### src/rtl/irlex_pkg.sv
// Shared types, character codes and decode functions for the IR token lexer.
package irlex_pkg;

  localparam int unsigned DefQueueDepth = 4;

  typedef enum logic [3:0] {
    TK_OPEN     = 4'd0,
    TK_CLOSE    = 4'd1,
    TK_VAR      = 4'd2,
    TK_TYPE     = 4'd3,
    TK_FUNC     = 4'd4,
    TK_INT      = 4'd5,
    TK_UNSIGNED = 4'd6,
    TK_REAL     = 4'd7,
    TK_OPCODE   = 4'd8,
    TK_BITSET   = 4'd9,
    TK_HOLE     = 4'd10,
    TK_NULL     = 4'd11,
    TK_SCHAR    = 4'd12,
    TK_SEND     = 4'd13,
    TK_ERROR    = 4'd14
  } tok_kind_e;

  // Character codes
  localparam logic [7:0] ChNul    = 8'h00;
  localparam logic [7:0] ChBel    = 8'h07;
  localparam logic [7:0] ChTab    = 8'h09;
  localparam logic [7:0] ChNl     = 8'h0a;
  localparam logic [7:0] ChVt     = 8'h0b;
  localparam logic [7:0] ChCr     = 8'h0d;
  localparam logic [7:0] ChSpace  = 8'h20;
  localparam logic [7:0] ChDquote = 8'h22;
  localparam logic [7:0] ChHash   = 8'h23;
  localparam logic [7:0] ChSquote = 8'h27;
  localparam logic [7:0] ChLparen = 8'h28;
  localparam logic [7:0] ChRparen = 8'h29;
  localparam logic [7:0] ChDash   = 8'h2d;
  localparam logic [7:0] ChZero   = 8'h30;
  localparam logic [7:0] ChNine   = 8'h39;
  localparam logic [7:0] ChSemi   = 8'h3b;
  localparam logic [7:0] ChUpA    = 8'h41;
  localparam logic [7:0] ChUpF    = 8'h46;
  localparam logic [7:0] ChBslash = 8'h5c;
  localparam logic [7:0] ChUnder  = 8'h5f;
  localparam logic [7:0] ChLoA    = 8'h61;
  localparam logic [7:0] ChLoB    = 8'h62;
  localparam logic [7:0] ChLoF    = 8'h66;
  localparam logic [7:0] ChLoI    = 8'h69;
  localparam logic [7:0] ChLoN    = 8'h6e;
  localparam logic [7:0] ChLoR    = 8'h72;
  localparam logic [7:0] ChLoT    = 8'h74;
  localparam logic [7:0] ChLoU    = 8'h75;
  localparam logic [7:0] ChLoV    = 8'h76;
  localparam logic [7:0] ChLoX    = 8'h78;

  typedef struct packed {
    logic [7:0] text_byte;
    logic       end_of_text;
  } in_item_t;

  typedef struct packed {
    tok_kind_e   token_kind;
    logic [63:0] token_value;
    logic        last_of_run;
  } tok_t;

  // One queue entry: every token caused by one byte
  typedef struct packed {
    logic second;
    tok_t tok0;
    tok_t tok1;
  } entry_t;

  // {valid, digit}
  function automatic logic [4:0] hex_digit(logic [7:0] c);
    logic [7:0] d;
    d = 8'd0;
    if (c >= ChZero && c <= ChNine) begin
      d = c - ChZero;
      return {1'b1, d[3:0]};
    end else if (c >= ChUpA && c <= ChUpF) begin
      d = c - ChUpA + 8'd10;
      return {1'b1, d[3:0]};
    end else if (c >= ChLoA && c <= ChLoF) begin
      d = c - ChLoA + 8'd10;
      return {1'b1, d[3:0]};
    end
    return 5'd0;
  endfunction

  // TK_OPEN means the byte is no number prefix
  function automatic tok_kind_e prefix_kind(logic [7:0] c);
    unique case (c)
      ChLoV:   return TK_VAR;
      ChLoT:   return TK_TYPE;
      ChLoF:   return TK_FUNC;
      ChLoI:   return TK_INT;
      ChLoU:   return TK_UNSIGNED;
      ChLoR:   return TK_REAL;
      ChLoX:   return TK_OPCODE;
      default: return TK_OPEN;
    endcase
  endfunction

  // {valid, decoded character}
  function automatic logic [8:0] esc_decode(logic [7:0] c);
    unique case (c)
      ChLoN:    return {1'b1, ChNl};
      ChLoV:    return {1'b1, ChVt};
      ChLoT:    return {1'b1, ChTab};
      ChLoR:    return {1'b1, ChCr};
      ChBslash: return {1'b1, ChBslash};
      ChSquote: return {1'b1, ChSquote};
      ChDquote: return {1'b1, ChDquote};
      ChZero:   return {1'b1, ChNul};
      ChLoA:    return {1'b1, ChBel};
      default:  return 9'd0;
    endcase
  endfunction

endpackage

### src/rtl/irlex_front.sv
// Lexer front end: takes one byte per transfer, updates the mode and builds its tokens.
module irlex_front import irlex_pkg::*; (
  input  logic     clk_i,
  input  logic     rst_ni,
  input  logic     in_valid_i,
  output logic     in_stall_o,
  input  in_item_t in_data_i,
  input  logic     full_i,
  output logic     push_o,
  output entry_t   entry_o
);

  typedef enum logic [2:0] {
    M_IDLE,
    M_NUMBER,
    M_BITSET,
    M_COMMENT,
    M_STRING,
    M_ESCAPE,
    M_ENDED
  } mode_e;

  mode_e       mode_q, mode_d;
  logic [63:0] acc_q, acc_d;
  tok_kind_e   pkind_q, pkind_d;

  logic        accept;
  logic [7:0]  c;
  logic [4:0]  hex;
  logic [8:0]  esc;

  // byte as lexed between tokens
  tok_kind_e   idle_pkind;
  mode_e       idle_mode;
  logic        idle_emit;
  tok_kind_e   idle_kind;
  logic [63:0] idle_val;

  logic        emit_a, emit_b, emit_c, run_idle;
  tok_t        tok_a, tok_b, tok_c;
  logic [1:0]  cnt;

  assign accept     = in_valid_i && !full_i;
  assign in_stall_o = full_i;
  assign c          = in_data_i.text_byte;
  assign hex        = hex_digit(c);
  assign esc        = esc_decode(c);
  assign idle_pkind = prefix_kind(c);

  always_comb begin
    idle_mode = M_IDLE;
    idle_emit = 1'b0;
    idle_kind = TK_ERROR;
    idle_val  = 64'd0;
    if (idle_pkind != TK_OPEN) begin
      idle_mode = M_NUMBER;
    end else begin
      unique case (c)
        ChLparen: begin
          idle_emit = 1'b1;
          idle_kind = TK_OPEN;
        end
        ChRparen: begin
          idle_emit = 1'b1;
          idle_kind = TK_CLOSE;
        end
        ChUnder: begin
          idle_emit = 1'b1;
          idle_kind = TK_HOLE;
        end
        ChDash: begin
          idle_emit = 1'b1;
          idle_kind = TK_NULL;
        end
        ChLoB:   idle_mode = M_BITSET;
        ChSemi:  idle_mode = M_COMMENT;
        ChDquote: idle_mode = M_STRING;
        ChSpace, ChTab, ChVt, ChNl: idle_mode = M_IDLE;
        ChNul:   idle_mode = M_ENDED;
        default: begin
          idle_emit = 1'b1;
          idle_kind = TK_ERROR;
          idle_val  = {56'd0, c};
        end
      endcase
    end
  end

  always_comb begin
    mode_d   = mode_q;
    acc_d    = acc_q;
    pkind_d  = pkind_q;
    emit_a   = 1'b0;
    emit_c   = 1'b0;
    run_idle = 1'b0;
    tok_a    = '{token_kind: TK_ERROR, token_value: 64'd0, last_of_run: 1'b0};
    tok_c    = '{token_kind: TK_ERROR, token_value: 64'd0, last_of_run: 1'b0};

    unique case (mode_q)
      M_NUMBER: begin
        if (hex[4]) begin
          acc_d = {acc_q[59:0], hex[3:0]};
        end else begin
          emit_a   = 1'b1;
          tok_a    = '{token_kind: pkind_q, token_value: acc_q, last_of_run: 1'b0};
          run_idle = 1'b1;
        end
      end
      M_BITSET: begin
        if (c == ChHash || c == ChUnder) begin
          acc_d = {acc_q[62:0], c == ChHash};
        end else begin
          emit_a   = 1'b1;
          tok_a    = '{token_kind: TK_BITSET, token_value: acc_q, last_of_run: 1'b0};
          run_idle = 1'b1;
        end
      end
      M_COMMENT: begin
        if (c == ChNl) mode_d = M_IDLE;
      end
      M_STRING: begin
        if (c == ChBslash) begin
          mode_d = M_ESCAPE;
        end else if (c == ChDquote) begin
          emit_a = 1'b1;
          tok_a  = '{token_kind: TK_SEND, token_value: 64'd0, last_of_run: 1'b0};
          mode_d = M_IDLE;
        end else begin
          emit_a = 1'b1;
          tok_a  = '{token_kind: TK_SCHAR, token_value: {56'd0, c}, last_of_run: 1'b0};
        end
      end
      M_ESCAPE: begin
        emit_a = 1'b1;
        if (esc[8]) begin
          tok_a  = '{token_kind: TK_SCHAR, token_value: {56'd0, esc[7:0]},
                     last_of_run: 1'b0};
          mode_d = M_STRING;
        end else begin
          tok_a  = '{token_kind: TK_ERROR, token_value: {56'd0, c}, last_of_run: 1'b0};
          mode_d = M_IDLE;
        end
      end
      M_ENDED: mode_d = M_ENDED;
      default: run_idle = 1'b1;
    endcase

    // a terminating byte is lexed again as if between tokens
    emit_b = run_idle && idle_emit;
    tok_b  = '{token_kind: idle_kind, token_value: idle_val, last_of_run: 1'b0};
    if (run_idle) begin
      mode_d = idle_mode;
      if (idle_mode == M_NUMBER) begin
        pkind_d = idle_pkind;
        acc_d   = 64'd0;
      end else if (idle_mode == M_BITSET) begin
        acc_d = 64'd0;
      end
    end

    if (in_data_i.end_of_text) begin
      unique case (mode_d)
        M_NUMBER: begin
          emit_c = 1'b1;
          tok_c  = '{token_kind: pkind_d, token_value: acc_d, last_of_run: 1'b0};
        end
        M_BITSET: begin
          emit_c = 1'b1;
          tok_c  = '{token_kind: TK_BITSET, token_value: acc_d, last_of_run: 1'b0};
        end
        M_STRING: begin
          emit_c = 1'b1;
          tok_c  = '{token_kind: TK_SEND, token_value: 64'd0, last_of_run: 1'b0};
        end
        M_ESCAPE: begin
          emit_c = 1'b1;
          tok_c  = '{token_kind: TK_ERROR, token_value: 64'd0, last_of_run: 1'b0};
        end
        default: emit_c = 1'b0;
      endcase
      mode_d = M_IDLE;
    end
  end

  // at most two of the three candidates fire for one byte
  always_comb begin
    cnt = {1'b0, emit_a} + {1'b0, emit_b} + {1'b0, emit_c};
    entry_o.second = (cnt == 2'd2);
    entry_o.tok0   = emit_a ? tok_a : (emit_b ? tok_b : tok_c);
    entry_o.tok1   = (emit_a && emit_b) ? tok_b : tok_c;
    entry_o.tok0.last_of_run = (cnt == 2'd1);
    entry_o.tok1.last_of_run = 1'b1;
    push_o = accept && (cnt != 2'd0);
  end

  always_ff @(posedge clk_i or negedge rst_ni) begin
    if (!rst_ni) begin
      mode_q  <= M_IDLE;
      acc_q   <= 64'd0;
      pkind_q <= TK_OPEN;
    end else if (accept) begin
      mode_q  <= mode_d;
      acc_q   <= acc_d;
      pkind_q <= pkind_d;
    end
  end

`ifndef SYNTHESIS
  a_end_to_idle: assert property (@(posedge clk_i) disable iff (!rst_ni)
    accept && in_data_i.end_of_text |=> mode_q == M_IDLE)
    else $error("lexer not idle after end of text");

  a_ended_silent: assert property (@(posedge clk_i) disable iff (!rst_ni)
    mode_q == M_ENDED && !in_data_i.end_of_text |-> !push_o)
    else $error("token produced after zero byte");

  a_push_on_accept: assert property (@(posedge clk_i) disable iff (!rst_ni)
    push_o |-> accept && !full_i)
    else $error("queue push without transfer");
`endif

endmodule

### src/rtl/irlex_queue.sv
// Short token-bundle queue between the lexer front end and the output stage.
module irlex_queue import irlex_pkg::*; #(
  parameter int unsigned Depth = DefQueueDepth
) (
  input  logic   clk_i,
  input  logic   rst_ni,
  input  logic   push_i,
  input  entry_t push_data_i,
  output logic   full_o,
  input  logic   pop_i,
  output logic   empty_o,
  output entry_t pop_data_o
);

  localparam int unsigned PtrW = (Depth > 1) ? $clog2(Depth) : 1;
  localparam int unsigned CntW = $clog2(Depth + 1);
  localparam logic [PtrW-1:0] LastPtr = PtrW'(Depth - 1);
  localparam logic [CntW-1:0] FullCnt = CntW'(Depth);

  entry_t          mem_q [Depth];
  logic [PtrW-1:0] wr_q, rd_q;
  logic [CntW-1:0] cnt_q;

  assign full_o     = (cnt_q == FullCnt);
  assign empty_o    = (cnt_q == '0);
  assign pop_data_o = mem_q[rd_q];

  always_ff @(posedge clk_i) begin
    if (push_i) mem_q[wr_q] <= push_data_i;
  end

  always_ff @(posedge clk_i or negedge rst_ni) begin
    if (!rst_ni) begin
      wr_q  <= '0;
      rd_q  <= '0;
      cnt_q <= '0;
    end else begin
      if (push_i) wr_q <= (wr_q == LastPtr) ? '0 : wr_q + 1'b1;
      if (pop_i)  rd_q <= (rd_q == LastPtr) ? '0 : rd_q + 1'b1;
      if (push_i && !pop_i) begin
        cnt_q <= cnt_q + 1'b1;
      end else if (pop_i && !push_i) begin
        cnt_q <= cnt_q - 1'b1;
      end
    end
  end

`ifndef SYNTHESIS
  a_no_overflow: assert property (@(posedge clk_i) disable iff (!rst_ni)
    !(push_i && full_o))
    else $error("push into full queue");

  a_no_underflow: assert property (@(posedge clk_i) disable iff (!rst_ni)
    !(pop_i && empty_o))
    else $error("pop from empty queue");

  a_cnt_range: assert property (@(posedge clk_i) disable iff (!rst_ni)
    cnt_q <= FullCnt)
    else $error("queue count out of range");
`endif

endmodule

### src/rtl/irlex_back.sv
// Output stage: unpacks queued bundles into single token transfers.
module irlex_back import irlex_pkg::*; (
  input  logic   clk_i,
  input  logic   rst_ni,
  input  logic   empty_i,
  input  entry_t entry_i,
  output logic   pop_o,
  output logic   out_valid_o,
  input  logic   out_stall_i,
  output tok_t   out_data_o
);

  logic out_valid_q;
  tok_t out_q;
  logic sec_valid_q;
  tok_t sec_q;
  logic load;

  assign load        = !out_valid_q || !out_stall_i;
  assign pop_o       = load && !sec_valid_q && !empty_i;
  assign out_valid_o = out_valid_q;
  assign out_data_o  = out_q;

  always_ff @(posedge clk_i or negedge rst_ni) begin
    if (!rst_ni) begin
      out_valid_q <= 1'b0;
      sec_valid_q <= 1'b0;
    end else if (load) begin
      if (sec_valid_q) begin
        out_valid_q <= 1'b1;
        sec_valid_q <= 1'b0;
      end else begin
        out_valid_q <= !empty_i;
        sec_valid_q <= !empty_i && entry_i.second;
      end
    end
  end

  always_ff @(posedge clk_i) begin
    if (load) begin
      if (sec_valid_q) begin
        out_q <= sec_q;
      end else begin
        out_q <= entry_i.tok0;
        sec_q <= entry_i.tok1;
      end
    end
  end

`ifndef SYNTHESIS
  a_second_held: assert property (@(posedge clk_i) disable iff (!rst_ni)
    sec_valid_q |-> out_valid_q && !out_q.last_of_run)
    else $error("second token held without its first on the port");

  a_first_has_second: assert property (@(posedge clk_i) disable iff (!rst_ni)
    out_valid_q && !out_q.last_of_run |-> sec_valid_q)
    else $error("non-final token without a following token");

  a_pop_when_free: assert property (@(posedge clk_i) disable iff (!rst_ni)
    pop_o |-> !sec_valid_q)
    else $error("bundle popped while second token pending");
`endif

endmodule

### src/rtl/ir_token_lexer_core.sv
// Top level of the IR token lexer: front end, bundle queue and output stage.
// Each token is written into the queue, then registered in the output stage.
// Throughput: one byte per cycle while the queue is not full and each byte gives
//   at most one token; a byte's two tokens share the single output port via the queue.
// Reset: asynchronous; lexer idle with zero accumulator, queue empty, output invalid.
module ir_token_lexer_core import irlex_pkg::*; #(
  parameter int unsigned QueueDepth = DefQueueDepth
) (
  input  logic     clk_i,
  input  logic     rst_ni,
  input  logic     in_valid_i,
  output logic     in_stall_o,
  input  in_item_t in_data_i,
  output logic     out_valid_o,
  input  logic     out_stall_i,
  output tok_t     out_data_o
);

  logic   full, empty, push, pop;
  entry_t push_data, pop_data;

  irlex_front u_front (
    .clk_i      (clk_i),
    .rst_ni     (rst_ni),
    .in_valid_i (in_valid_i),
    .in_stall_o (in_stall_o),
    .in_data_i  (in_data_i),
    .full_i     (full),
    .push_o     (push),
    .entry_o    (push_data)
  );

  irlex_queue #(
    .Depth (QueueDepth)
  ) u_queue (
    .clk_i       (clk_i),
    .rst_ni      (rst_ni),
    .push_i      (push),
    .push_data_i (push_data),
    .full_o      (full),
    .pop_i       (pop),
    .empty_o     (empty),
    .pop_data_o  (pop_data)
  );

  irlex_back u_back (
    .clk_i       (clk_i),
    .rst_ni      (rst_ni),
    .empty_i     (empty),
    .entry_i     (pop_data),
    .pop_o       (pop),
    .out_valid_o (out_valid_o),
    .out_stall_i (out_stall_i),
    .out_data_o  (out_data_o)
  );

endmodule

### config.mk
export PLATFORM = sky130hd
export DESIGN_NAME = ir_token_lexer_core
export DESIGN_NICKNAME = d
export VERILOG_FILES = /design/src/rtl/irlex_pkg.sv /design/src/rtl/irlex_front.sv /design/src/rtl/irlex_queue.sv /design/src/rtl/irlex_back.sv /design/src/rtl/ir_token_lexer_core.sv
export SDC_FILE = /design/constraint.sdc
export NUM_CORES = 1
export LEC_CHECK = 0
export BUFFER_PORTS_ARGS = -buffer_cell sky130_fd_sc_hd__buf_2
export CAP_MARGIN = 20
export CORE_MARGIN = 1
export CORE_UTILIZATION = 55
export DETAILED_ROUTE_END_ITERATION = 10
export PLACE_DENSITY = 0.7
export SETUP_SLACK_MARGIN = 0.02
export SKIP_LAST_GASP = 1
export SLEW_MARGIN = 0
export SYNTH_ARGS = -nofsm -noshare
export SYNTH_HDL_FRONTEND = slang
export SYNTH_SLANG_ARGS = --single-unit
### constraint.sdc
create_clock -name clk_i -period 12.4 [get_ports clk_i]
set_input_delay 2.48 -clock clk_i [delete_from_list [all_inputs] [get_ports clk_i]]
set_output_delay 2.48 -clock clk_i [all_outputs]
set_load 0.01 [all_outputs]
Word-level counts from Yosys, hierarchy flattened
Memories as Yosys holds them, arrays and structs flattened.
Cells that the tools add are included.
Widths: inputs -> output; s select.
{ "word_totals": {"ff_bits": 218, "ram_bits": 552, "output_inout_bits": 71, "wordCells": 164, "n_memories": 1} }
{ "op_classes": {"n_addsub": 11, "order_cmp": 6, "eq_ne": 41, "n_mux": 59, "bitwise": 1, "n_reduce_logical": 31} }
{ "mem_list": {"columns": ["memory", "words", "word_bits", "read_ports", "rd_ports_with_merged_regs", "write_ports", "line", "rtl"], "rows": [
  ["u_queue.mem_q", 4, 138, 1, 0, 1, "irlex_queue.sv:20", "entry_t mem_q [Depth];"]
]} }
{ "ops": {"columns": ["operator", "n"], "rows": [
  ["$mux 69", 7],
  ["$mux 64", 6],
  ["$pmux 69 s4", 1],
  ["$pmux 69 s3", 1],
  ["$pmux 64 s2", 1],
  ["$eq 8x7->1 const B", 12],
  ["$pmux 9 s9", 1],
  ["$eq 8x6->1 const B", 9],
  ["$mux 68", 1],
  ["$mux 67", 1],
  ["$mux 66", 1],
  ["$pmux 4 s7", 1],
  ["$mux 3", 9],
  ["$eq 8x4->1 const B", 3],
  ["$pmux 3 s4", 2],
  ["$mux 5", 4],
  ["$eq 3x3->1 const B", 6],
  ["$ge 8x7->1 const B", 2],
  ["$le 8x7->1 const B", 2],
  ["$pmux 4 s4", 1],
  ["$mux 1", 14],
  ["$eq 3x2->1 const B", 4],
  ["$logic_and 1x1->1", 12],
  ["$mux 4", 3],
  ["other kinds (27)", 45]
]} }

Logic depth before layout (Yosys ltp)
Gate-level depths: netlist of the first run.
{ "logic_depth": {"depth_word": 20, "mapped_depth": 21, "depth_no_buf": 18} }

Modules after synthesis
Synthesis of the first run repeated with hierarchy kept, for this count alone.
{ "unflattened": {"cells_unflattened": 1769, "area_unflattened_um2": 31949.4} }
{ "modules_own_cells": {"columns": ["module", "instances", "cells_each", "area_per_inst_um2", "seq_area_each_um2"], "rows": [
  ["irlex_queue", 1, 764, 20470.9, 16871.2],
  ["irlex_front", 1, 783, 6062.1, 1776.7],
  ["irlex_back", 1, 222, 5416.4, 4194.0]
]} }

Worst setup path before layout of the first run
Ideal clock, no wire load.
{ "synth_timing": {"path_type": "input-to-reg", "start": "input port in_data_i[1] in the netlist's numbering", "end": "memory u_queue.mem_q[0][0] in the netlist's numbering (enable)", "arrival_ns": 9.232, "required_time_ns": 11.886, "setup_slack_ns": 2.654, "stages": 16, "n_path_buf": 3, "cell_sequence": "clkbuf_1 > inv_1 > ha_1 > buf_2 > nor4b_1 > nor2b_1 > a2111oi_0 > or3_1 > clkbuf_1 > mux2_4 > and2_1 > o21a_1 > fa_1 > nor2_1 > nor2_1 > and2_1"} }
{ "synth_via": {"elab_chain_cells": 18, "word_cells_on_any_way": 71} }
{ "synth_rtl": {"columns": ["item", "line", "rtl"], "rows": [
  ["from (decl)", "ir_token_lexer_core.sv:13", "input in_item_t in_data_i,"],
  ["$ge 8x7->1 or $le 8x7->1 (tied branches)", "irlex_pkg.sv:84", "end else if (c >= ChLoA && c <= ChLoF) begin"],
  ["$logic_and 1x1->1", "irlex_pkg.sv:84", null],
  ["$mux 1", "irlex_pkg.sv:84", null],
  ["$mux 1", "irlex_pkg.sv:81", "end else if (c >= ChUpA && c <= ChUpF) begin"],
  ["$mux 1", "irlex_pkg.sv:78", "if (c >= ChZero && c <= ChNine) begin"],
  ["$mux 5", "irlex_pkg.sv:88", "return 5'd0;"],
  ["$mux 1", "irlex_front.sv:101", "if (hex[4]) begin"],
  ["$pmux 1 s3", "irlex_front.sv:99", "unique case (mode_q)"],
  ["[3 not listed]", null, null],
  ["$mux 1", "irlex_front.sv:162", "unique case (mode_d)"],
  ["$mux 1", "irlex_front.sv:161", "if (in_data_i.end_of_text) begin"],
  ["$add 2x1->2 *", "irlex_front.sv:187", "cnt = {1'b0, emit_a} + {1'b0, emit_b} + {1'b0, emit_c};"],
  ["$reduce_bool 2->1 *", "irlex_front.sv:193", "push_o = accept && (cnt != 2'd0);"],
  ["$logic_and 1x1->1 *", "irlex_front.sv:193", null],
  ["net push", "ir_token_lexer_core.sv:19", "logic full, empty, push, pop;"],
  ["$mux 1 *", "irlex_queue.sv:29", "if (push_i) mem_q[wr_q] <= push_data_i;"],
  ["$mux 1 (implied by the code) *", "irlex_queue.sv:29", null],
  ["to (decl)", "irlex_queue.sv:20", null]
]} }
Mark *: on every way through the listed nets, which the timed path passes. The rest lies on a longest branch.

Worst setup path after layout of the first run
{ "layout_timing": {"start": "input port in_data_i[2] in the netlist's numbering", "end": "memory u_queue.mem_q[1][100] in the netlist's numbering (enable)"} }
The elaborated chain is that of the path after synthesis.

==> tab_implementation.tex, run 1 <==
\begin{tabular}{lr}
\hline
Metric & Value \\
\hline
\multicolumn{2}{l}{\textbf{Timing}} \\
Slew at the pin closest to its max-slew limit & between 1 and 1.5 ns \\
Number of failing setup endpoints in the final timing report & 0 \\
Final Hold Fails & 0 \\
Peak clock frequency supported by timing & 0.117 GHz \\
Post-Route Setup TNS & 0 ns \\
Max Slew Vio Count & 0 \\
Slew Limit Headroom & 26.5\% \\
Max Clock Skew & 0.0195 ns \\
Tmin final & 8.57 ns \\
RSZ-0062 raised after global routing & false \\
Final setup margin & 3.83 ns \\
Period utilisation layout & 69.1\% \\
\multicolumn{2}{l}{\textbf{Global route}} \\
GRT Util Overall & 23.1\% \\
Largest net degree at the start of global routing & 139 \\
Number of antenna violations at the first check in global routing & 2 \\
Congestion Overflow GR & 0 \\
First-pass GRT wire length & 98800 um \\
Number of global-route vias before repair & 16700 \\
\multicolumn{2}{l}{\textbf{Die}} \\
Effective utilization at floorplan & a little under three fifths \\
Die Area & $\sim$0.057 mm2 \\
Chip width & 239 um \\
I/O pin count & 84 \\
Area of the core & 0.0553 mm2 \\
Die height & roughly 240 um \\
Row count & 86 \\
\multicolumn{2}{l}{\textbf{Route}} \\
Wire length reported by the detailed router & 63700 um \\
TritonRoute pass-1 iters & 5 \\
DRC & 0 \\
Average wire per standard cell & approximately 24 um \\
Initial DRC count & 1450 \\
Antenna Violating Nets Remaining & 0 \\
Via density per instance & 6.15 \\
Via Count & approximately 16000 \\
\multicolumn{2}{l}{\textbf{CTS}} \\
Cts hold-fix bufs & 0 \\
Post-CTS Setup Inserts & 0 \\
Post-cts repair resize count & 0 \\
CTS tree & yes \\
H-tree Lvls & 3 \\
TritonCTS buffer count & 77 \\
Clock tree root driver cell & sky130\_fd\_sc\_hd\_\_clkbuf\_16 \\
CTS Buffer Depth & 3 \\
Clock transition time at the flip-flop clock pins of the worst setup and hold paths & 0.06 ns \\
Clock latency of the later-clocked register in the worst-skew pair & 0.62 ns \\
TritonCTS sink count & 769 \\
\multicolumn{2}{l}{\textbf{Power}} \\
Power density over the cells & 222 mW/mm2 \\
PnR Total Power & 7.67 mW \\
Switching component of the power & 2.02 mW \\
Clock network power share & 29.4\% \\
Worst-case vdd ir drop & between 0.1 and 0.15 mV \\
Internal power & approximately 5.7 mW \\
Seq pwr share & between 50\% and 60\% \\
Sw Ratio & 26.4\% \\
Static Leakage & 11.0 nW \\
Power share of the combinational group & 20.6\% \\
\multicolumn{2}{l}{\textbf{Synth}} \\
Number of warnings printed during yosys synthesis & 0 \\
Register bit count reported by yosys & 769 \\
Fraction of registers with async set or reset after synthesis & 10.4\% \\
Average cell area after synthesis & 17.6 um2 \\
Post-synthesis simple-gate area fraction & under 10\% \\
Cell Area, Synth & 0.0309 mm2 \\
Post-synth cell types & 72 \\
Sequential area share after synthesis & about three quarters \\
Count of flip-flops with a built-in enable after synthesis & 689 \\
Net Count, Synth & 1782 \\
Mux share of post-synthesis cell area & 12.8\% \\
Synth Area in Adders & 0.535\% \\
Synthesized-area fraction occupied by xor and xnor cells & 0.251\% \\
Area fraction in compound gates after synthesis & approximately 6.4\% \\
Dominant combinational cell family by area after synthesis & multiplexers \\
Prevailing post-synth register cell & sky130\_fd\_sc\_hd\_\_edfxtp\_1 \\
Gate count after technology mapping & 1757 \\
\multicolumn{2}{l}{\textbf{Placement}} \\
Global placement routability congestion & 0.838 \\
Setup WS pre-CTS & 3.21 ns \\
Detailed-placement wirelength estimate & 35600 um \\
Port-buffer cells & 83 \\
\multicolumn{2}{l}{\textbf{Finish}} \\
Antenna diodes & 0 \\
Post-layout util & 62.5\% \\
Nets & between 1500 and 2000 \\
Number of filler instances in the final layout & 3965 \\
Fraction of final layout cells with drive strength greater than 1 & between 20\% and 30\% \\
Leading cell type in the layout, fill and taps excluded & sky130\_fd\_sc\_hd\_\_edfxtp\_1 \\
Synth-to-Final Area Change & 11.9\% \\
Commonest cells after routing, fill and taps aside & sky130\_fd\_sc\_hd\_\_edfxtp\_1, sky130\_fd\_sc\_hd\_\_nand2\_1, sky130\_fd\_sc\_hd\_\_mux4\_2 \\
\multicolumn{2}{l}{\textbf{Worst setup path}} \\
Cell family contributing the most delay on the critical path & simple AND/OR/NAND/NOR gates \\
Data required time of the worst path & 12.64 ns \\
Cell with the largest stage delay on the worst path & sky130\_fd\_sc\_hd\_\_and2\_4 \\
Buffers and inverters on the worst path & 3 \\
Critical path's largest stage delay & $\sim$0.92 ns \\
CP startpoint kind & input port \\
Arrival time at the worst endpoint & 8.81 ns \\
Worst setup path class & in2reg \\
Maximum fanout encountered on the critical timing path & 62 \\
Dominant cell type by count on the critical path & sky130\_fd\_sc\_hd\_\_nor2\_1 \\
CP endpoint kind & flip-flop \\
Cell breakdown of the critical path & buf\_2, inv\_1, ha\_1, nor4b\_1, nor2b\_1, a2111oi\_0, or3\_1, mux2\_4, and2\_1, o21a\_1, fa\_1, nor2\_1, nor2\_1, and2\_4, buf\_4 \\
\multicolumn{2}{l}{\textbf{Outcome}} \\
Result of the run & completed \\
\multicolumn{2}{l}{\textbf{Min path}} \\
Hold WC Path Type & reg2reg \\
\multicolumn{2}{l}{\textbf{Run}} \\
Total of max-cap violations & 0 \\
\hline
\end{tabular}
-- power groups by stage --
stage               Clock (mW)  Combinational, mW  Sequential (mW)
finish                    2.26               1.58             3.84
global route              2.39               1.70             3.90
CTS                       2.29               1.62             3.85
detailed placement           0               1.62             3.90
global placement             0               1.61             3.87
floorplan                    0               1.13             3.84
-- sequential cells by signal, indices dropped and copies added, names as in the netlist --
| signal | flops |
|---|---|
| u_front.pkind_q | 4 |
| u_front.mode_q | 3 |
| u_queue.mem_q | 552 |
| u_back.out_data_o | 69 |
| u_queue.rd_q | 2 |
| u_queue.wr_q | 2 |
| u_back.sec_q | 68 |
| u_queue.cnt_q | 3 |
| u_back.sec_valid_q | 1 |
| u_back.out_valid_o | 1 |
| u_front.acc_q | 64 |
-- metal layers --
layer	share of wire (%)	up-vias	track usage [%]
met1	42	8460	31.9
met2	51	536	38.5
met3	5.2	89	3.28
li1	-	7152	-
met4	1.8	0	6.68
met5	0	-	0
-- synthesized netlist by cell type, types with 4 or more instances --
| cell type | count | area [um2] |
|---|---|---|
| sky130_fd_sc_hd__o21ai_0 | 116 | 581 |
| sky130_fd_sc_hd__a22o_1 | 5 | 43.8 |
| sky130_fd_sc_hd__dfrtp_1 | 80 | 2000 |
| sky130_fd_sc_hd__a211o_1 | 5 | 43.8 |
| sky130_fd_sc_hd__a22oi_1 | 65 | 488 |
| sky130_fd_sc_hd__a21o_1 | 16 | 120 |
| sky130_fd_sc_hd__mux2_2 | 72 | 811 |
| sky130_fd_sc_hd__nor4b_1 | 4 | 35.0 |
| sky130_fd_sc_hd__and2_1 | 9 | 56.3 |
| sky130_fd_sc_hd__nor4_1 | 5 | 31.3 |
| sky130_fd_sc_hd__nor3_1 | 6 | 30.0 |
| sky130_fd_sc_hd__a211oi_1 | 5 | 37.5 |
| sky130_fd_sc_hd__o211ai_1 | 5 | 37.5 |
| sky130_fd_sc_hd__mux4_2 | 138 | 3110 |
| sky130_fd_sc_hd__edfxtp_1 | 689 | 20700 |
| sky130_fd_sc_hd__and3_1 | 4 | 25.0 |
| sky130_fd_sc_hd__clkbuf_1 | 82 | 308 |
| sky130_fd_sc_hd__buf_1 | 13 | 48.8 |
| sky130_fd_sc_hd__inv_1 | 18 | 67.6 |
| sky130_fd_sc_hd__or2_2 | 7 | 43.8 |
| sky130_fd_sc_hd__nand2_1 | 151 | 567 |
| sky130_fd_sc_hd__or3_1 | 7 | 43.8 |
| sky130_fd_sc_hd__buf_6 | 5 | 56.3 |
| sky130_fd_sc_hd__xor2_1 | 4 | 35.0 |
| sky130_fd_sc_hd__buf_2 | 12 | 60.1 |
| sky130_fd_sc_hd__o21ai_1 | 16 | 80.1 |
| sky130_fd_sc_hd__nor2_1 | 81 | 304 |
| sky130_fd_sc_hd__nor2b_1 | 9 | 56.3 |
| sky130_fd_sc_hd__ha_1 | 10 | 125 |
| sky130_fd_sc_hd__o2bb2ai_1 | 4 | 35.0 |
| sky130_fd_sc_hd__nand2b_1 | 4 | 25.0 |
| sky130_fd_sc_hd__a221o_1 | 4 | 40.0 |
| sky130_fd_sc_hd__a31oi_1 | 7 | 43.8 |
| sky130_fd_sc_hd__or3b_2 | 5 | 43.8 |
| sky130_fd_sc_hd__nand3_1 | 11 | 55.1 |
| sky130_fd_sc_hd__o31ai_1 | 8 | 60.1 |
| sky130_fd_sc_hd__a21oi_1 | 15 | 75.1 |
-- cell type report --
class,count,area (um2),area share [%]
tap,748,936,2.71
multi-input combinational,858,7720,22.3
sequential,769,22700,65.7
timing repair buffer,107,656,1.90
inverter,18,67.6,0.196
clock buffer,110,2190,6.35
clock inverter,31,280,0.811
-- metrics by stage --
step           instance area [um2]  hold slack, ns  cells
2_1_floorplan                30900           0.450   1757
3_3_place_gp                 32100           0.464   2499
3_5_place_dp                 32100           0.478   2500
4_1_cts                      34600           0.492   2641
5_1_grt                      34600           0.507   2641
6_report                     34600           0.493   2641
-- logic make-up (layout without fill, tap and decap cells) --
kind of cell / count (synthesis) / in the layout
AND/OR/NAND/NOR: 323 / 323
adder cells (fa/ha/maj): 12 / 12
buffers and inverters: 130 / 266
XOR/XNOR: 8 / 8
multiplexers: 212 / 212
flip-flops: 769 / 769
AO/OA/AOI/OAI: 303 / 303
-- final timing paths --
path,slack [ns],cells after the start,endpoint,startpoint
setup / recovery,3.83,15,u_queue.mem_q[1][100],in_data_i[2]
hold / removal,0.49,2,u_front.acc_q[63],u_front.acc_q[63]
setup reg to reg,6.19,12,u_queue.mem_q[1][100],u_front.mode_q[1]
hold reg to reg,0.49,2,u_front.acc_q[63],u_front.acc_q[63]
max in group asynchronous,9.42,2,u_back.sec_valid_q,rst_ni
min in group asynchronous,1.85,1,u_front.acc_q[15],rst_ni
-- worst min-delay path, stage by stage (launching register included) --
cell	delay (ns)
sky130_fd_sc_hd__dfrtp_1	0.34
sky130_fd_sc_hd__nand2_1	0.04
sky130_fd_sc_hd__o21ai_0	0.07
Note: power is estimated with default switching activity, not from simulation.
==> run 2: changes to the inputs <==
--- a/config.mk
+++ b/config.mk
@@ -10,7 +10,7 @@
 export CORE_MARGIN = 1
 export CORE_UTILIZATION = 55
 export DETAILED_ROUTE_END_ITERATION = 10
-export PLACE_DENSITY = 0.7
+export PLACE_DENSITY = 0.72
 export SETUP_SLACK_MARGIN = 0.02
 export SKIP_LAST_GASP = 1
 export SLEW_MARGIN = 0
==> constraint.sdc (replaced) <==
create_clock -name clk_i -period 7.3 [get_ports clk_i]
set_input_delay 1.46 -clock clk_i [delete_from_list [all_inputs] [get_ports clk_i]]
set_output_delay 1.46 -clock clk_i [all_outputs]
set_load 0.01 [all_outputs]
==> run 2 against run 1 <==
Sequential share of layout area fell by 0.38 points. Cell area rose by 0.59%. Register-to-register slack got worse by 3.5 ns. Global-route usage grew 0.18 points. Count of clock-buffer cells in the layout unchanged. Highest routed layer unchanged.
==> tab_implementation.tex, run 2 (synthesis results as in run 1) <==
\begin{tabular}{lr}
\hline
Metric & Value \\
\hline
\multicolumn{2}{l}{\textbf{CTS}} \\
TritonCTS sink count & 769 (unchanged) \\
CTS tree & yes \\
Clock latency of the later-clocked register in the worst-skew pair & 0.62 ns (about the same) \\
Clock tree root driver cell & sky130\_fd\_sc\_hd\_\_clkbuf\_16 \\
Post-cts repair resize count & 0 (unchanged) \\
TritonCTS buffer count & 75 (-2.6\%) \\
CTS Buffer Depth & 3 (unchanged) \\
Cts hold-fix bufs & 0 (unchanged) \\
Clock transition time at the flip-flop clock pins of the worst setup and hold paths & 0.06 ns (about the same) \\
Post-CTS Setup Inserts & 0 (unchanged) \\
H-tree Lvls & 3 (unchanged) \\
\multicolumn{2}{l}{\textbf{Worst setup path}} \\
Maximum fanout encountered on the critical timing path & 32 (-48\%) \\
CP startpoint kind & input port \\
CP endpoint kind & flip-flop \\
Data required time of the worst path & 7.53 ns (-5.11 ns) \\
Launching instance or port of the critical path & in\_data\_i[2] \\
Reg2Reg Capture Point & u\_queue.mem\_q[0][54] \\
Worst setup path class & in2reg \\
Setup slack of the worst register-to-register path & 2.72 ns (-3.47 ns) \\
Number of cells on the worst reg-to-reg path & 12 (unchanged) \\
Arrival time at the worst endpoint & 6.00 ns (-2.81 ns) \\
End point of the critical path & u\_queue.mem\_q[0][54] \\
Start of the worst register-to-register path & u\_front.mode\_q[1] \\
\multicolumn{2}{l}{\textbf{Die}} \\
Area of the core & 0.0553 mm2 (unchanged) \\
Row count & 86 (unchanged) \\
Die height & 239 um (unchanged) \\
Chip width & 239 um (unchanged) \\
Die Area & 0.0571 mm2 (unchanged) \\
Effective utilization at floorplan & 55.8\% (unchanged) \\
I/O pin count & 84 (unchanged) \\
\multicolumn{2}{l}{\textbf{Global route}} \\
Number of antenna violations at the first check in global routing & 0 (-2) \\
Met2 demand-to-capacity share in global routing & 38.5\% (about the same) \\
Number of global-route vias before repair & 17200 (+2.7\%) \\
Congestion Overflow GR & 0 (unchanged) \\
First-pass GRT wire length & 100000 um (+1.3\%) \\
GRT Util Overall & 23.2\% (+0.18 points) \\
Most used routing layer in global routing & met2 \\
Met1 capacity usage during global routing & 31.9\% (about the same) \\
Met3 track demand over resource in global routing & 4.03\% (+0.75 points) \\
Largest net degree at the start of global routing & 117 (-16\%) \\
\multicolumn{2}{l}{\textbf{Timing}} \\
Post-Route Setup TNS & 0 ns (unchanged) \\
Slew Limit Headroom & 31.8\% (+5.3 points) \\
Max Clock Skew & 0.0304 ns (+0.0109 ns) \\
Peak clock frequency supported by timing & 0.173 GHz \\
Period utilisation layout & 79.0\% \\
Final Hold Fails & 0 (unchanged) \\
Tmin final & 5.76 ns \\
Final setup margin & 1.54 ns (-2.29 ns) \\
Max Slew Vio Count & 0 (unchanged) \\
Number of failing setup endpoints in the final timing report & 0 (unchanged) \\
RSZ-0062 raised after global routing & false \\
Slew at the pin closest to its max-slew limit & 1.02 ns (-0.0794 ns) \\
Minimum hold slack & 0.493 ns (-0.000305 ns) \\
\multicolumn{2}{l}{\textbf{Route}} \\
Initial DRC count & 1594 (+9.9\%) \\
Via Count & 16400 (+0.99\%) \\
TritonRoute pass-1 iters & 5 (unchanged) \\
Via density per instance & 6.17 (+0.42\%) \\
Wire length reported by the detailed router & 64400 um (+1.1\%) \\
Antenna Violating Nets Remaining & 0 (unchanged) \\
Average wire per standard cell & 24.2 um (+0.50\%) \\
DRC & 0 (unchanged) \\
\multicolumn{2}{l}{\textbf{Outcome}} \\
Result of the run & completed \\
\multicolumn{2}{l}{\textbf{Placement}} \\
Detailed-placement wirelength estimate & 36700 um (+3.0\%) \\
Placed Area & 0.0324 mm2 (+0.83\%) \\
Setup WS pre-CTS & 0.515 ns (-2.70 ns) \\
Global placement routability congestion & 0.834 (-0.45\%) \\
Port-buffer cells & 83 (unchanged) \\
\multicolumn{2}{l}{\textbf{Run}} \\
Total of max-cap violations & 0 (unchanged) \\
\multicolumn{2}{l}{\textbf{Finish}} \\
Antenna diodes & 0 (unchanged) \\
Number of filler instances in the final layout & 3893 (-1.8\%) \\
Leading cell type in the layout, fill and taps excluded & sky130\_fd\_sc\_hd\_\_edfxtp\_1 \\
Fraction of final layout cells with drive strength greater than 1 & 25.1\% (+0.65 points) \\
Most flops, register & u\_queue.mem\_q \\
Area occupied by multi-input gates & 0.00772 mm2 (about the same) \\
Number of flip-flops under the largest register name & 552 (unchanged) \\
Nets & 1872 (+0.86\%) \\
Commonest cells after routing, fill and taps aside & sky130\_fd\_sc\_hd\_\_edfxtp\_1, sky130\_fd\_sc\_hd\_\_nand2\_1, sky130\_fd\_sc\_hd\_\_mux4\_2 \\
Synth-to-Final Area Change & 12.6\% \\
Area of all placed cells without fillers & 0.0348 mm2 (+0.59\%) \\
Register area & 0.0227 mm2 (unchanged) \\
\multicolumn{2}{l}{\textbf{Power}} \\
Clock network power share & 28.7\% (-0.7 points) \\
Power share of the combinational group & 21.7\% (+1.1 points) \\
Sw Ratio & 26.6\% (+0.21 points) \\
PnR Total Power & 13.0 mW (+70\%) \\
Switching component of the power & 3.47 mW (+71\%) \\
Worst-case vdd ir drop & 0.217 mV (+48\%) \\
Static Leakage & 11.1 nW (+0.95\%) \\
Power density over the cells & 375 mW/mm2 (+69\%) \\
Internal power & 9.58 mW (+70\%) \\
Seq pwr share & 49.6\% (-0.4 points) \\
\multicolumn{2}{l}{\textbf{Min path}} \\
Hold WC Path Type & reg2reg \\
\hline
\end{tabular}
## run 2: critical path, cell delays in order
cell                        delay, ns
sky130_fd_sc_hd__buf_2           0.19
sky130_fd_sc_hd__inv_1           0.09
sky130_fd_sc_hd__ha_1            0.33
sky130_fd_sc_hd__nor4b_1         0.48
sky130_fd_sc_hd__nor2b_1         0.14
sky130_fd_sc_hd__a2111oi_0       0.80
sky130_fd_sc_hd__o32a_1          0.34
sky130_fd_sc_hd__or2_2           0.24
sky130_fd_sc_hd__a21oi_1         0.07
sky130_fd_sc_hd__o21a_1          0.21
sky130_fd_sc_hd__fa_1            0.58
sky130_fd_sc_hd__nor2_1          0.06
sky130_fd_sc_hd__nor2_1          0.13
sky130_fd_sc_hd__buf_4           0.19
sky130_fd_sc_hd__and2_4          0.21
sky130_fd_sc_hd__buf_4           0.44
## run 2: power by group through the flow
stage | Clock [mW] | Combinational, mW | Sequential, mW
3_5_place_dp | 0 | 2.89 | 6.57
6_report | 3.75 | 2.83 | 6.47
4_1_cts | 3.81 | 2.91 | 6.48
3_3_place_gp | 0 | 2.87 | 6.50
2_1_floorplan | 0 | 1.93 | 6.48
5_1_grt | 3.97 | 3.04 | 6.57
## run 2: stage by stage
step                std cells  utilization, %
CTS                      2655            62.8
floorplan                1757               -
detailed placement       2517            58.5
global route             2656            62.8
finish                   2656            62.8
global placement         2517            58.5
## run 2: worst min-delay path by stage
stage / start / to / slack [ns] / depth (start not counted)
3_3_place_gp: u_front.acc_q[63] / u_front.acc_q[63] / 0.46 / 2
5_1_grt: u_queue.cnt_q[2] / u_queue.cnt_q[2] / 0.54 / 1
2_1_floorplan: u_front.acc_q[63] / u_front.acc_q[63] / 0.45 / 2
3_5_place_dp: u_front.acc_q[63] / u_front.acc_q[63] / 0.47 / 2
4_1_cts: u_front.acc_q[63] / u_front.acc_q[63] / 0.49 / 2
6_report: u_front.acc_q[63] / u_front.acc_q[63] / 0.49 / 2
## run 2: area by class of cell
class                   count  area share [%]
clock buffers             110            6.21
clock inverters            28           0.702
inverters                  18           0.194
multi-input cells         858            22.2
flip-flops and latches    769            65.3
well taps                 748            2.69
repair buffers            125            2.68
## run 2: layer usage
metal / share of wire (%) / routed length (um)
met1: 42 / 26800
met2: 50 / 32200
met3: 6.3 / 4040
met4: 2.0 / 1290
met5: 0 / 0
==> run 3: changes to the inputs <==
--- a/config.mk
+++ b/config.mk
@@ -10,7 +10,7 @@
 export CORE_MARGIN = 1
 export CORE_UTILIZATION = 55
 export DETAILED_ROUTE_END_ITERATION = 10
-export PLACE_DENSITY = 0.72
+export PLACE_DENSITY = 0.7
 export SETUP_SLACK_MARGIN = 0.02
 export SKIP_LAST_GASP = 1
 export SLEW_MARGIN = 0
==> constraint.sdc (replaced) <==
create_clock -name clk_i -period 5.8 [get_ports clk_i]
set_input_delay 1.16 -clock clk_i [delete_from_list [all_inputs] [get_ports clk_i]]
set_output_delay 1.16 -clock clk_i [all_outputs]
set_load 0.01 [all_outputs]
==> run 3 against run 2 <==
Sequential share of layout area is 0.17 points lower. Critical path depth is 1 higher. Count of clock-buffer cells in the layout shrank 12. Clock skew fell by 0.0071 ns. First-iteration DRC count decreased by 7.7%. Flip-flop and latch count is the same. Clock power up 25%. Cell area rose by 0.26%. Largest power group unchanged.
==> tab_implementation.tex, run 3 (synthesis results as in run 1) <==
\begin{tabular}{lr}
\hline
Metric & Value \\
\hline
\multicolumn{2}{l}{\textbf{Finish}} \\
Antenna diodes & 0 (unchanged) \\
Number of flip-flops under the largest register name & 552 (unchanged) \\
Synth-to-Final Area Change & 12.8\% \\
Fraction of final layout cells with drive strength greater than 1 & 25.5\% (+0.47 points) \\
Register area & 0.0227 mm2 (unchanged) \\
Nets & 1883 (+0.59\%) \\
Number of filler instances in the final layout & 3903 (+0.26\%) \\
Leading cell type in the layout, fill and taps excluded & sky130\_fd\_sc\_hd\_\_edfxtp\_1 \\
Commonest cells after routing, fill and taps aside & sky130\_fd\_sc\_hd\_\_edfxtp\_1, sky130\_fd\_sc\_hd\_\_nand2\_1, sky130\_fd\_sc\_hd\_\_mux4\_2 \\
Most flops, register & u\_queue.mem\_q \\
Area occupied by multi-input gates & 0.00774 mm2 (+0.24\%) \\
\multicolumn{2}{l}{\textbf{Timing}} \\
Period utilisation layout & a little under nine tenths \\
Post-Route Setup TNS & 0 ns (unchanged) \\
Max Slew Vio Count & 0 (unchanged) \\
Slew Limit Headroom & 35.3\% (+3.6 points) \\
RSZ-0062 raised after global routing & false \\
Number of failing setup endpoints in the final timing report & 0 (unchanged) \\
Minimum hold slack & 0.505 ns (+0.0129 ns) \\
Peak clock frequency supported by timing & 0.200 GHz \\
Max Clock Skew & 0.0233 ns (-0.00708 ns) \\
Slew at the pin closest to its max-slew limit & 0.970 ns (-0.0536 ns) \\
Final Hold Fails & 0 (unchanged) \\
Tmin final & 5.00 ns \\
\multicolumn{2}{l}{\textbf{Worst setup path}} \\
Setup slack of the worst register-to-register path & 1.43 ns (-1.29 ns) \\
Maximum fanout encountered on the critical timing path & 15 (-53\%) \\
CP endpoint kind & flip-flop \\
CP startpoint kind & input port \\
Number of cells on the worst reg-to-reg path & 16 (+4) \\
Data required time of the worst path & 6.32 ns (-1.21 ns) \\
Worst setup path class & in2reg \\
Arrival time at the worst endpoint & 5.52 ns (-0.48 ns) \\
\multicolumn{2}{l}{\textbf{Global route}} \\
Number of antenna violations at the first check in global routing & 0 (unchanged) \\
Largest net degree at the start of global routing & 94 (-20\%) \\
First-pass GRT wire length & 99100 um (-0.99\%) \\
Congestion Overflow GR & 0 (unchanged) \\
Number of global-route vias before repair & 16800 (-2.4\%) \\
GRT Util Overall & 23.1\% (-0.11 points) \\
\multicolumn{2}{l}{\textbf{Die}} \\
Die height & 239 um (unchanged) \\
I/O pin count & 84 (unchanged) \\
Area of the core & 0.0553 mm2 (unchanged) \\
Die Area & 0.0571 mm2 (unchanged) \\
Effective utilization at floorplan & 55.8\% (unchanged) \\
Row count & 86 (unchanged) \\
Chip width & 239 um (unchanged) \\
\multicolumn{2}{l}{\textbf{CTS}} \\
TritonCTS buffer count & 75 (unchanged) \\
Clock transition time at the flip-flop clock pins of the worst setup and hold paths & 0.06 ns (about the same) \\
CTS tree & yes \\
Post-CTS Setup Inserts & 0 (unchanged) \\
CTS Buffer Depth & 3 (unchanged) \\
Clock latency of the later-clocked register in the worst-skew pair & 0.62 ns (about the same) \\
Post-cts repair resize count & 0 (unchanged) \\
H-tree Lvls & 3 (unchanged) \\
TritonCTS sink count & 769 (unchanged) \\
Cts hold-fix bufs & 0 (unchanged) \\
Clock tree root driver cell & sky130\_fd\_sc\_hd\_\_clkbuf\_16 \\
\multicolumn{2}{l}{\textbf{Run}} \\
Total of max-cap violations & 0 (unchanged) \\
\multicolumn{2}{l}{\textbf{Power}} \\
Worst-case vdd ir drop & 0.380 mV (+75\%) \\
Power density over the cells & 468 mW/mm2 (+25\%) \\
Static Leakage & 11.2 nW (+0.82\%) \\
\multicolumn{2}{l}{\textbf{Min path}} \\
Hold WC Path Type & reg2reg \\
Depth of the worst hold-timing path & 2 (unchanged) \\
\multicolumn{2}{l}{\textbf{Placement}} \\
Global placement routability congestion & 0.840 (+0.73\%) \\
Port-buffer cells & 83 (unchanged) \\
Detailed-placement wirelength estimate & 37900 um (+3.4\%) \\
\multicolumn{2}{l}{\textbf{Route}} \\
TritonRoute pass-1 iters & 5 (unchanged) \\
Via Count & 16300 (-0.48\%) \\
DRC & 0 (unchanged) \\
Initial DRC count & 1472 (-7.7\%) \\
Antenna Violating Nets Remaining & 0 (unchanged) \\
Via density per instance & 6.12 (-0.92\%) \\
Average wire per standard cell & 24.1 um (-0.64\%) \\
Wire length reported by the detailed router & 64200 um (-0.19\%) \\
\multicolumn{2}{l}{\textbf{Outcome}} \\
Result of the run & completed \\
\hline
\end{tabular}
run 3: stage by stage:
| stage | util, % | power (mW) | setup WS [ns] | area (um2) | std cells |
|---|---|---|---|---|---|
| 6_report | 63.0 | 16.3 | 0.801 | 34800 | 2668 |
| 5_1_grt | 63.0 | 17.0 | 0.623 | 34800 | 2668 |
| 4_1_cts | 63.0 | 16.5 | 0.812 | 34800 | 2668 |
| 3_5_place_dp | 58.7 | 11.8 | 0.204 | 32500 | 2529 |
| 3_3_place_gp | 58.7 | 11.8 | 0.196 | 32500 | 2529 |
| 2_1_floorplan | - | 10.5 | 0.0767 | 30900 | 1757 |
run 3: where the power goes:
| part | switching [mW] | leakage, nW | internal [mW] |
|---|---|---|---|
| Sequential | 0.522 | 7.20 | 7.62 |
| Clock | 2.02 | 1.16 | 2.66 |
| Combinational | 1.81 | 2.81 | 1.68 |
run 3: final cells by class:
| type | instances | share of cell area (%) |
|---|---|---|
| Sequential cell | 769 | 65.1 |
| Multi-Input combinational cell | 858 | 22.2 |
| Clock buffer | 98 | 5.81 |
| Timing Repair Buffer | 136 | 2.99 |
| Tap cell | 748 | 2.69 |
| Clock inverter | 41 | 0.973 |
| Inverter | 18 | 0.194 |
run 3: final timing paths:
path | to | from
worst max register to register | u_queue.cnt_q[2] | u_front.mode_q[1]
worst min register to register | u_front.acc_q[63] | u_front.acc_q[63]
min in group asynchronous | u_front.acc_q[9] | rst_ni
worst min-delay path | u_front.acc_q[63] | u_front.acc_q[63]
max in group asynchronous | u_front.acc_q[48] | rst_ni
worst max-delay path | u_queue.cnt_q[2] | in_data_i[5]
run 3: worst max-delay path, stage by stage:
cell	delay, ns
sky130_fd_sc_hd__buf_2	0.18
sky130_fd_sc_hd__or4b_1	0.57
sky130_fd_sc_hd__nor4_2	0.43
sky130_fd_sc_hd__a2111oi_2	0.13
sky130_fd_sc_hd__or3_1	0.49
sky130_fd_sc_hd__mux2_4	0.34
sky130_fd_sc_hd__and2_1	0.14
sky130_fd_sc_hd__o21a_1	0.21
sky130_fd_sc_hd__fa_1	0.53
sky130_fd_sc_hd__nor2_1	0.07
sky130_fd_sc_hd__nor2_2	0.13
sky130_fd_sc_hd__ha_1	0.22
sky130_fd_sc_hd__inv_1	0.07
sky130_fd_sc_hd__fa_1	0.43
sky130_fd_sc_hd__xor2_1	0.16
sky130_fd_sc_hd__nor2_1	0.11
sky130_fd_sc_hd__xor2_1	0.15
run 3: routing by layer:
layer / vias to the layer above / track usage, % / part of all wire [%]
li1: 7194 / - / -
met1: 8508 / 31.5 / 41
met2: 526 / 38.9 / 51
met3: 92 / 3.18 / 5.2
met4: 0 / 7.50 / 2.1
met5: - / 0 / 0
